**config.mk**
```make
export PLATFORM = sky130hd
export DESIGN_NAME = serial_command_display_store_unit
export DESIGN_NICKNAME = d
export VERILOG_FILES = /design/src/hdl/scds_pkg.sv /design/src/hdl/scds_core.sv /design/src/hdl/scds_out_buf.sv /design/src/hdl/serial_command_display_store_unit.sv
export SDC_FILE = /design/constraint.sdc
export NUM_CORES = 1
export LEC_CHECK = 0
export ABC_AREA = 1
export BUFFER_PORTS_ARGS = -buffer_cell sky130_fd_sc_hd__buf_2
export CORE_AREA = 5 5 149 208
export DETAILED_ROUTE_END_ITERATION = 7
export DIE_AREA = 0 0 154 213
export MAX_ROUTING_LAYER = met4
export PLACE_DENSITY = 0.65
export SLEW_MARGIN = 20
export SYNTH_ARGS = -nofsm -noshare
export SYNTH_HDL_FRONTEND = slang
export SYNTH_SLANG_ARGS = --single-unit
```
**constraint.sdc**
```tcl
create_clock -name clk -period 10.2 [get_ports clk]
set_input_delay 2.04 -clock clk [delete_from_list [all_inputs] [get_ports clk]]
set_output_delay 2.04 -clock clk [all_outputs]
set_load 0.02 [all_outputs]
```
**src/hdl/scds_pkg.sv**
```systemverilog
// types, character codes and segment lookup for the serial command display store
package scds_pkg;

  typedef struct packed {
    logic       mode;
    logic [7:0] rx_byte;
  } item_t;

  typedef struct packed {
    logic        result_kind;
    logic [1:0]  reply_code;
    logic [63:0] stored_digits;
    logic [7:0]  digit_select;
    logic [7:0]  segment_pattern;
  } result_t;

  localparam logic       MODE_BYTE    = 1'b0;
  localparam logic       MODE_TICK    = 1'b1;
  localparam logic       KIND_REPLY   = 1'b0;
  localparam logic       KIND_DISPLAY = 1'b1;
  localparam logic [1:0] REPLY_ACK    = 2'd0;
  localparam logic [1:0] REPLY_FAIL   = 2'd1;
  localparam logic [1:0] REPLY_DATA   = 2'd2;

  localparam logic [7:0] CH_NEWLINE = 8'h0A;
  localparam logic [7:0] CH_RETURN  = 8'h0D;
  localparam logic [7:0] CH_A       = 8'h41;
  localparam logic [7:0] CH_C       = 8'h43;
  localparam logic [7:0] CH_D       = 8'h44;
  localparam logic [7:0] CH_N       = 8'h4E;
  localparam logic [7:0] BLANK_MARK = 8'h45;
  localparam logic [7:0] SEG_OFF    = 8'hFF;

  function automatic logic [7:0] seg_of(input logic [7:0] ch);
    logic [7:0] seg;
    unique case (ch)
      8'h30:   seg = 8'hC0;
      8'h31:   seg = 8'hF9;
      8'h32:   seg = 8'hA4;
      8'h33:   seg = 8'hB0;
      8'h34:   seg = 8'h99;
      8'h35:   seg = 8'h92;
      8'h36:   seg = 8'h82;
      8'h37:   seg = 8'hF8;
      8'h38:   seg = 8'h80;
      8'h39:   seg = 8'h90;
      default: seg = SEG_OFF;
    endcase
    return seg;
  endfunction

endpackage

```
**src/hdl/scds_core.sv**
```systemverilog
// line buffer, command decode, digit store and display scan
module scds_core #(
  parameter int LINE_DEPTH  = 16,
  parameter int DIGIT_COUNT = 8
) (
  input  logic             clk,
  input  logic             rst,
  input  logic             accept,
  input  scds_pkg::item_t  item,
  output logic             push,
  output scds_pkg::result_t push_data
);

  localparam int IDX_W = $clog2(LINE_DEPTH + 1);
  localparam int AD_W  = (DIGIT_COUNT > 1) ? $clog2(DIGIT_COUNT) : 1;
  localparam int KEEP  = DIGIT_COUNT + 1;

  logic [IDX_W-1:0] line_index;
  logic [IDX_W-1:0] line_index_next;
  logic [IDX_W-1:0] idx_w;
  logic [7:0]       line_buf [KEEP];
  logic [7:0]       digit_store [DIGIT_COUNT];
  logic [7:0]       digit_store_next [DIGIT_COUNT];
  logic [AD_W-1:0]  active_digit;
  logic [AD_W-1:0]  active_digit_next;
  logic             load_go;

  always_comb begin
    idx_w = (line_index >= IDX_W'(LINE_DEPTH)) ? '0 : line_index;
    line_index_next   = line_index;
    active_digit_next = active_digit;
    digit_store_next  = digit_store;
    push      = 1'b0;
    push_data = '0;
    load_go   = 1'b1;
    if (accept) begin
      if (item.mode == scds_pkg::MODE_TICK) begin
        active_digit_next = (active_digit == AD_W'(DIGIT_COUNT - 1)) ? '0
                          : active_digit + AD_W'(1);
        push = 1'b1;
        push_data.result_kind     = scds_pkg::KIND_DISPLAY;
        push_data.digit_select    = ~(8'(1) << active_digit_next);
        push_data.segment_pattern = scds_pkg::seg_of(digit_store[active_digit_next]);
      end else if (item.rx_byte != scds_pkg::CH_NEWLINE) begin
        line_index_next = idx_w + IDX_W'(1);
      end else begin
        line_index_next = '0;
        push = 1'b1;
        push_data.result_kind = scds_pkg::KIND_REPLY;
        push_data.reply_code  = scds_pkg::REPLY_FAIL;
        if (idx_w != '0) begin
          priority if (line_buf[0] == scds_pkg::CH_A) begin
            push_data.reply_code = scds_pkg::REPLY_ACK;
          end else if (line_buf[0] == scds_pkg::CH_C) begin
            push_data.reply_code = scds_pkg::REPLY_ACK;
            for (int i = 0; i < DIGIT_COUNT; i++) begin
              digit_store_next[i] = scds_pkg::BLANK_MARK;
            end
          end else if (line_buf[0] == scds_pkg::CH_D) begin
            push_data.reply_code = scds_pkg::REPLY_DATA;
            for (int i = 0; i < DIGIT_COUNT; i++) begin
              push_data.stored_digits[8*i +: 8] = digit_store[i];
            end
          end else if (line_buf[0] == scds_pkg::CH_N) begin
            push = 1'b0;
            push_data = '0;
            for (int i = 0; i < DIGIT_COUNT; i++) begin
              load_go = load_go && (IDX_W'(i + 1) < idx_w)
                        && (line_buf[i+1] != scds_pkg::CH_RETURN);
              digit_store_next[i] = load_go ? line_buf[i+1] : scds_pkg::BLANK_MARK;
            end
          end else begin
            push_data.reply_code = scds_pkg::REPLY_FAIL;
          end
        end
      end
    end
  end

  // only the head of the line is ever read back
  always_ff @(posedge clk) begin
    for (int k = 0; k < KEEP; k++) begin
      if (accept && item.mode == scds_pkg::MODE_BYTE && idx_w == IDX_W'(k)) begin
        line_buf[k] <= item.rx_byte;
      end
    end
  end

  always_ff @(posedge clk) begin
    if (rst) begin
      line_index   <= '0;
      active_digit <= '0;
      for (int i = 0; i < DIGIT_COUNT; i++) begin
        digit_store[i] <= scds_pkg::BLANK_MARK;
      end
    end else begin
      line_index   <= line_index_next;
      active_digit <= active_digit_next;
      digit_store  <= digit_store_next;
    end
  end

endmodule

```
**src/hdl/scds_out_buf.sv**
```systemverilog
// two-entry result buffer with skid stage
module scds_out_buf (
  input  logic              clk,
  input  logic              rst,
  input  logic              push,
  input  scds_pkg::result_t push_data,
  output logic              full,
  output logic              result_valid,
  input  logic              result_stall,
  output scds_pkg::result_t result
);

  logic              main_valid;
  logic              skid_valid;
  scds_pkg::result_t main_data;
  scds_pkg::result_t skid_data;
  logic              pop;

  assign pop          = main_valid && !result_stall;
  assign full         = skid_valid;
  assign result_valid = main_valid;
  assign result       = main_data;

  always_ff @(posedge clk) begin
    if (rst) begin
      main_valid <= 1'b0;
      skid_valid <= 1'b0;
    end else if (!main_valid || pop) begin
      if (skid_valid) begin
        main_valid <= 1'b1;
        skid_valid <= 1'b0;
      end else begin
        main_valid <= push;
      end
    end else if (push) begin
      skid_valid <= 1'b1;
    end
  end

  always_ff @(posedge clk) begin
    if (!main_valid || pop) begin
      main_data <= skid_valid ? skid_data : push_data;
    end else if (push) begin
      skid_data <= push_data;
    end
  end

`ifndef SYNTHESIS
  a_skid_needs_main: assert property (@(posedge clk) disable iff (rst)
    skid_valid |-> main_valid)
    else $error("skid holds a beat while main is empty");
  a_no_push_when_full: assert property (@(posedge clk) disable iff (rst)
    skid_valid |-> !push)
    else $error("beat pushed into a full buffer");
`endif

endmodule

```
**src/hdl/serial_command_display_store_unit.sv**
```systemverilog
// top level of the serial command display store
//
//   channel  | direction | handshake                  | payload
//   item     | in        | item_valid / item_stall     | scds_pkg::item_t
//   result   | out       | result_valid / result_stall | scds_pkg::result_t
//
// one item per cycle unless stalled; its result, if any, is registered in u_out_buf
// all state updates in the cycle of acceptance, set by the decode logic in scds_core
// rst clears line position, scan digit and the store (to the blank marker)
// a stalled result is held while one more beat fills the skid stage
// item_stall rises only while both result entries are occupied
module serial_command_display_store_unit #(
  parameter int LINE_DEPTH  = 16,
  parameter int DIGIT_COUNT = 8
) (
  input  logic              clk,
  input  logic              rst,
  input  logic              item_valid,
  output logic              item_stall,
  input  scds_pkg::item_t   item,
  output logic              result_valid,
  input  logic              result_stall,
  output scds_pkg::result_t result
);

  logic              accept;
  logic              push;
  logic              full;
  scds_pkg::result_t push_data;

  assign item_stall = full;
  assign accept     = item_valid && !full;

  scds_core #(
    .LINE_DEPTH  (LINE_DEPTH),
    .DIGIT_COUNT (DIGIT_COUNT)
  ) u_core (
    .clk       (clk),
    .rst       (rst),
    .accept    (accept),
    .item      (item),
    .push      (push),
    .push_data (push_data)
  );

  scds_out_buf u_out_buf (
    .clk          (clk),
    .rst          (rst),
    .push         (push),
    .push_data    (push_data),
    .full         (full),
    .result_valid (result_valid),
    .result_stall (result_stall),
    .result       (result)
  );

`ifndef SYNTHESIS
  a_display_one_digit: assert property (@(posedge clk) disable iff (rst)
    result_valid && result.result_kind == scds_pkg::KIND_DISPLAY
      |-> $countones(~result.digit_select) == 1 && result.reply_code == scds_pkg::REPLY_ACK)
    else $error("display beat without a single selected digit");
  a_reply_no_drive: assert property (@(posedge clk) disable iff (rst)
    result_valid && result.result_kind == scds_pkg::KIND_REPLY
      |-> result.digit_select == 8'h00 && result.segment_pattern == 8'h00)
    else $error("reply beat carries display drive");
  a_data_only_for_read: assert property (@(posedge clk) disable iff (rst)
    result_valid && result.reply_code != scds_pkg::REPLY_DATA |-> result.stored_digits == '0)
    else $error("stored digits attached to a non-read beat");
`endif

endmodule

```
==> reports/results.tsv, run 1 <==
metric	value	unit
status	complete, no violations	
worst-margin pin slew	1.000	ns
Clock Skew	0.01512	ns
synthesis-stage register bit count	310	
syn_nets	1276	
clock sinks	310	
Worst Path Max Fanout	76	
Max Cap Viol	0	
H-tree lvl count	1	
grt ovf	0	
final slew viol count	0	
number of global-route vias before repair	8282	
vias	8793	
Post-DP HPWL	21020	um
core box area	28890	um2
clock latency on the worst-skew pair	0.55	ns
count leader, synth	nand2_1	
ys flop type	edfxtp_1	
Ant. Diodes	0	
Final setup viols	0	
Detailed Route WL	29040	um
# resized after CTS	0	
Clock Path Buffers	3	
Startpoint Class	input pin	
GP Congestion	0.9191	
largest area contributor in the netlist	edfxtp_1	
die height	213	um
nets	1367	
first-pass GRT wire length	45670	um
Synth top cells by count	nand2_1 (289), edfxtp_1 (236), nor2_1 (151)	
Seq/Total Area, Yosys	0.6719	
highest-delay cell along the critical path	buf_4	
kind of critical path	in2reg	
Pwr Total	2.523	mW
die area	32800	um2
Wirelength per Cell	16.61	um
# rows	74	
top cell type's share of synthesized area	0.5557	
DRT Pass-1 Iters	6	
FILL cells	2664	
share of layout cells above drive strength 1	0.1360	
Synth Instances	1255	
CTS tree	done	
CP endpoint kind	flop	
slack of the critical path	6.139	ns
YS warnings	0	
Tmin final	4.061	ns
Worst-path clk slew	0.06	ns
Die X	154	um
largest net degree at the start of global routing	83	
Critical Path Max Stage Delay	0.76	ns
Port-buffer cells	97	
overall routing resource usage	0.1795	
clock root buffer	clkbuf_16	
final worst-path cycle share	0.3981	
Pwr Density	174.1	nW/um2
pre-CTS WS	5.577	ns
DR vias/cell	5.030	
Detail Route Antenna Nets	0	
Arr. time, crit path	4.22	ns
Avg Synthesized Cell Area	10.16	um2
Final Hold Viols	0	
synth unique cells	36	
Hold Crit Class	reg2reg	
RSZ-0062 raised after global routing	no	
Synth-to-Final Area Change	13.64	%
post-route DRC violation count	0	
Synth async-reset ratio	0	
I/O pins	98	
fmax	246.2	MHz
CTS Buf Count	29	
Hold Buf Count CTS	0	
WP data required	10.36	ns
worst hold slack	0.4664	ns
# Post-CTS Setup Buffers	0	
number of enable flip-flop cells after synthesis	236	
VDD IR max	0.0001187	V
Post-Syn Area	12750	um2
top post-synthesis cells by area	edfxtp_1 (56%), dfxtp_1 (12%), nand2_1 (8.5%)	
Initial Util	0.4414	
initial antenna violation count	0	
Lkg Pwr	5.903	nW
crit path cell chain	buf_2 -> nand4_1 -> nor2_1 -> inv_1 -> a21oi_1 -> o21ai_0 -> nor2_4 -> buf_4	
Slew HR	0.3279	
TNS Setup	0	ns
First DRT Iteration DRCs	632	
==> power breakdown <==
part	total (mW)	internal [mW]	leakage, nW	switching [mW]
combinational	0.126	0.0323	2.41	0.0939
clock	1.02	0.568	0.450	0.448
sequential	1.38	1.37	3.04	0.00687
==> layout by cell type (no fill, tap or decap), types with 9 or more instances in the layout <==
master / Yosys / routed
nand2_1: 289 / 288
edfxtp_1: 236 / 236
nor2_1: 151 / 150
inv_1: 133 / 133
buf_2: 15 / 97
o21ai_0: 94 / 94
dfxtp_1: 74 / 73
nand3_1: 69 / 69
a21oi_1: 59 / 59
clkbuf_16: 0 / 29
nor3_1: 18 / 17
nand4_1: 15 / 15
buf_4: 5 / 15
nor4_1: 10 / 10
inv_2: 9 / 9
==> registers in the layout, summed over array words and instances, names as in the netlist <==
register,flops
u_out_buf.skid_data,82
u_core.active_digit,3
u_out_buf.result_valid,1
u_core.digit_store,64
u_core.line_index,5
u_out_buf.full,1
u_core.line_buf,72
u_out_buf.result,82
==> cell families (layout without fill, tap and decap cells) <==
kind of cell,after synthesis,after routing,synth area share
AND/OR/NAND/NOR,575,575,0.1905
AO/OA/AOI/OAI,167,167,0.06819
buffers and inverters,195,308,0.06152
flip-flops,310,310,0.6719
adder cells (fa/ha/maj),8,8,0.007850
==> layout make-up <==
| class | count | area, um2 | share of cell area |
|---|---|---|---|
| clock buffer | 44 | 839.6 | 0.05793 |
| clock inverter | 9 | 52.55 | 0.003626 |
| inverter | 143 | 536.8 | 0.03704 |
| multi-input combinational | 750 | 3420 | 0.2360 |
| sequential | 310 | 8569 | 0.5913 |
| tap | 380 | 475.5 | 0.03281 |
| timing repair buffer | 112 | 598.1 | 0.04127 |
==> routing by layer <==
| metal | global-route usage | part of all wire | vias up |
|---|---|---|---|
| li1 | - | - | 4364 |
| met4 | 0.05454 | 0.027 | 0 |
| met3 | 0.02007 | 0.051 | 59 |
| met2 | 0.2996 | 0.49 | 227 |
| met1 | 0.2330 | 0.43 | 4143 |
| met5 | - | 0 | - |
==> critical path, delay by kind of cell <==
kind | cells | cell delay [ns]
buffers and inverters | 3 | 1.09
and+or+nand+nor | 3 | 0.68
AOI/OAI and AO/OA | 2 | 0.31
==> final timing paths <==
path	from	endpoint	slack [ns]	depth (start not counted)
min	u_core.line_index[3]$_SDFFE_PP0P_	u_core.line_index[3]$_SDFFE_PP0P_	0.47	2
max reg2reg	u_core.active_digit[0]$_SDFFE_PP0P_	u_out_buf.result[3]$_DFFE_PP_	7.05	17
max	item[3]	u_out_buf.skid_data[24]$_DFFE_PP_	6.14	8
min reg2reg	u_core.line_index[3]$_SDFFE_PP0P_	u_core.line_index[3]$_SDFFE_PP0P_	0.47	2
==> stage by stage <==
step                      std cells  area (um2)    util
after floorplan                1255       12750       -
after global placement         1695       13590  0.4706
after detailed placement       1695       13590  0.4706
after CTS                      1748       14490  0.5015
after global routing           1748       14490  0.5016
final                          1748       14490  0.5016
Power figures use the tool's default switching activity.
==> inputs of run 2 (changes only) <==
clock period = 4.1 ns   (was 10.2 ns; I/O delays follow)
==> reports/results.tsv, run 2 (synthesis results as in run 1) <==
metric	value	unit
RSZ-0062 raised after global routing	no	
Arr. time, crit path	3.32	ns
# rows	74	
Tmin final	3.019	ns
Clk network pwr share	0.402	
initial antenna violation count	0	
core box area	28890	um2
Critical Path Max Stage Delay	0.50	ns
crit-path most repeated cell	nand2_1	
combinational share of power	0.050	
highest-delay cell along the critical path	nand2_1	
final worst-path cycle share	0.7363	
H-tree lvl count	1	
number of global-route vias before repair	8378	
Detail Route Antenna Nets	0	
Synth-to-Final Area Change	13.99	%
Port-buffer cells	97	
Worst-path clk slew	0.07	ns
First DRT Iteration DRCs	575	
die height	213	um
Flop pwr share	0.548	
Hold Buf Count CTS	0	
Final setup viols	0	
nets	1370	
FILL cells	2681	
share of layout cells above drive strength 1	0.1351	
crit path cell chain	ha_1 -> ha_1 -> inv_1 -> nand2_1 -> nand2_1 -> nand3_1 -> nand2_1 -> nand2_1 -> nand2_1 -> nor2_1 -> nand2_1 -> nand2_1 -> nand2_1 -> nand3_1 -> nand2_1 -> nand2_1 -> nand3_1	
CP endpoint kind	flop	
VDD IR max	0.0003733	V
CTS tree	done	
status	complete, no violations	
I/O pins	98	
Max Cap Viol	0	
overall routing resource usage	0.1846	
met3 wire length	1473	um
highest routed metal layer	met4	
largest net degree at the start of global routing	83	
Final Instance Area	14540	um2
Post-Route M1 WL	12440	um
Register Area	8569	um2
CTS Buf Count	28	
Startpoint Class	flop	
kind of critical path	reg2reg	
Top delay family on crit path	simple AND/OR/NAND/NOR gates	
clock sinks	310	
Worst Path Max Fanout	21	
fmax	331.3	MHz
# resized after CTS	0	
Die X	154	um
Sw Pwr	1.350	mW
Pwr Density	431.1	nW/um2
vias	8792	
Detailed Route WL	29770	um
metal2 WL	14730	um
Lkg Pwr	5.911	nW
DR vias/cell	5.027	
post-route DRC violation count	0	
DRT Pass-1 Iters	6	
Sw Share	0.2154	
Final Hold Viols	0	
Placed Area	13650	um2
Slew HR	0.4168	
Hold Crit Class	reg2reg	
Ant. Diodes	0	
clock root buffer	clkbuf_16	
grt ovf	0	
worst-margin pin slew	0.8748	ns
commonest non-fill, non-tap cells in the layout	nand2_1 (288), edfxtp_1 (236), nor2_1 (150)	
Buf/Inv on CP	1	
Initial Util	0.4414	
Wirelength per Cell	17.02	um
die area	32800	um2
Post-DP HPWL	21500	um
# Post-CTS Setup Buffers	0	
TNS Setup	0	ns
Clock Skew	0.02049	ns
first-pass GRT wire length	46420	um
Clock Path Buffers	3	
WP data required	4.40	ns
GP Congestion	0.9125	
internal power	4.917	mW
commonest non-fill, non-tap cell in the layout	nand2_1	
final slew viol count	0	
multi-input gate area in the final layout	3415	um2
clock latency on the worst-skew pair	0.56	ns
## run 2: cell count changes in the layout (fill, tap and decap cells not counted), moves of 2 or more
cell | before | now
clkbuf_8 | 5 | 1
clkbuf_2 | 3 | 0
buf_12 | 0 | 2
buf_4 | 15 | 17
bufinv_16 | 0 | 2
clkinv_1 | 3 | 5
clkinvlp_4 | 0 | 2
inv_4 | 2 | 0
## run 2: through the flow
stage | utilization | power (mW) | hold slack [ns] | instances | setup slack [ns]
6_report | 0.5032 | 6.267 | 0.4704 | 1749 | 1.081
5_1_grt | 0.5032 | 6.495 | 0.5020 | 1749 | 0.7452
3_5_place_dp | 0.4725 | 3.822 | 0.4593 | 1699 | 1.043
2_1_floorplan | - | 3.712 | 0.4453 | 1255 | 0.4748
4_1_cts | 0.5032 | 6.326 | 0.4730 | 1749 | 1.106
3_3_place_gp | 0.4725 | 3.817 | 0.4544 | 1699 | 1.098
## run 2: final timing paths
check	from	end	slack (ns)	cells after the start
max	u_core.active_digit[0]$_SDFFE_PP0P_	u_out_buf.result[3]$_DFFE_PP_	1.08	17
min	u_core.line_index[3]$_SDFFE_PP0P_	u_core.line_index[3]$_SDFFE_PP0P_	0.47	2
max reg2reg	u_core.active_digit[0]$_SDFFE_PP0P_	u_out_buf.result[3]$_DFFE_PP_	1.08	17
min reg2reg	u_core.line_index[3]$_SDFFE_PP0P_	u_core.line_index[3]$_SDFFE_PP0P_	0.47	2
## run 2: layout make-up
| class | count | share of cell area |
|---|---|---|
| clock buffers | 36 | 0.05147 |
| clock inverters | 14 | 0.009554 |
| inverters | 143 | 0.03693 |
| multi-input cells | 750 | 0.2349 |
| flip-flops and latches | 310 | 0.5895 |
| well taps | 380 | 0.03271 |
| repair buffers | 116 | 0.04493 |
## run 2: per-layer routing
metal	GRT usage	up-vias
met5	-	-
met4	0.07099	0
met3	0.02372	58
met2	0.3079	258
met1	0.2313	4107
li1	-	4369
## run 2: worst reg2reg max path, stage by stage, from the launching register on
cell and delay, ns:
dfxtp_1 0.40, ha_1 0.20, ha_1 0.21, inv_1 0.05, nand2_1 0.50, nand2_1 0.12
nand3_1 0.09, nand2_1 0.07, nand2_1 0.07, nand2_1 0.14, nor2_1 0.28, nand2_1 0.09
nand2_1 0.07, nand2_1 0.04, nand3_1 0.16, nand2_1 0.08, nand2_1 0.12, nand3_1 0.08
## run 2: power groups by stage
stage / combinational [mW] / sequential (mW) / clock, mW
after floorplan: 0.154 / 3.56 / 0
after global placement: 0.313 / 3.50 / 0
after detailed placement: 0.317 / 3.50 / 0
after CTS: 0.318 / 3.44 / 2.57
after global routing: 0.347 / 3.44 / 2.71
final: 0.316 / 3.43 / 2.52
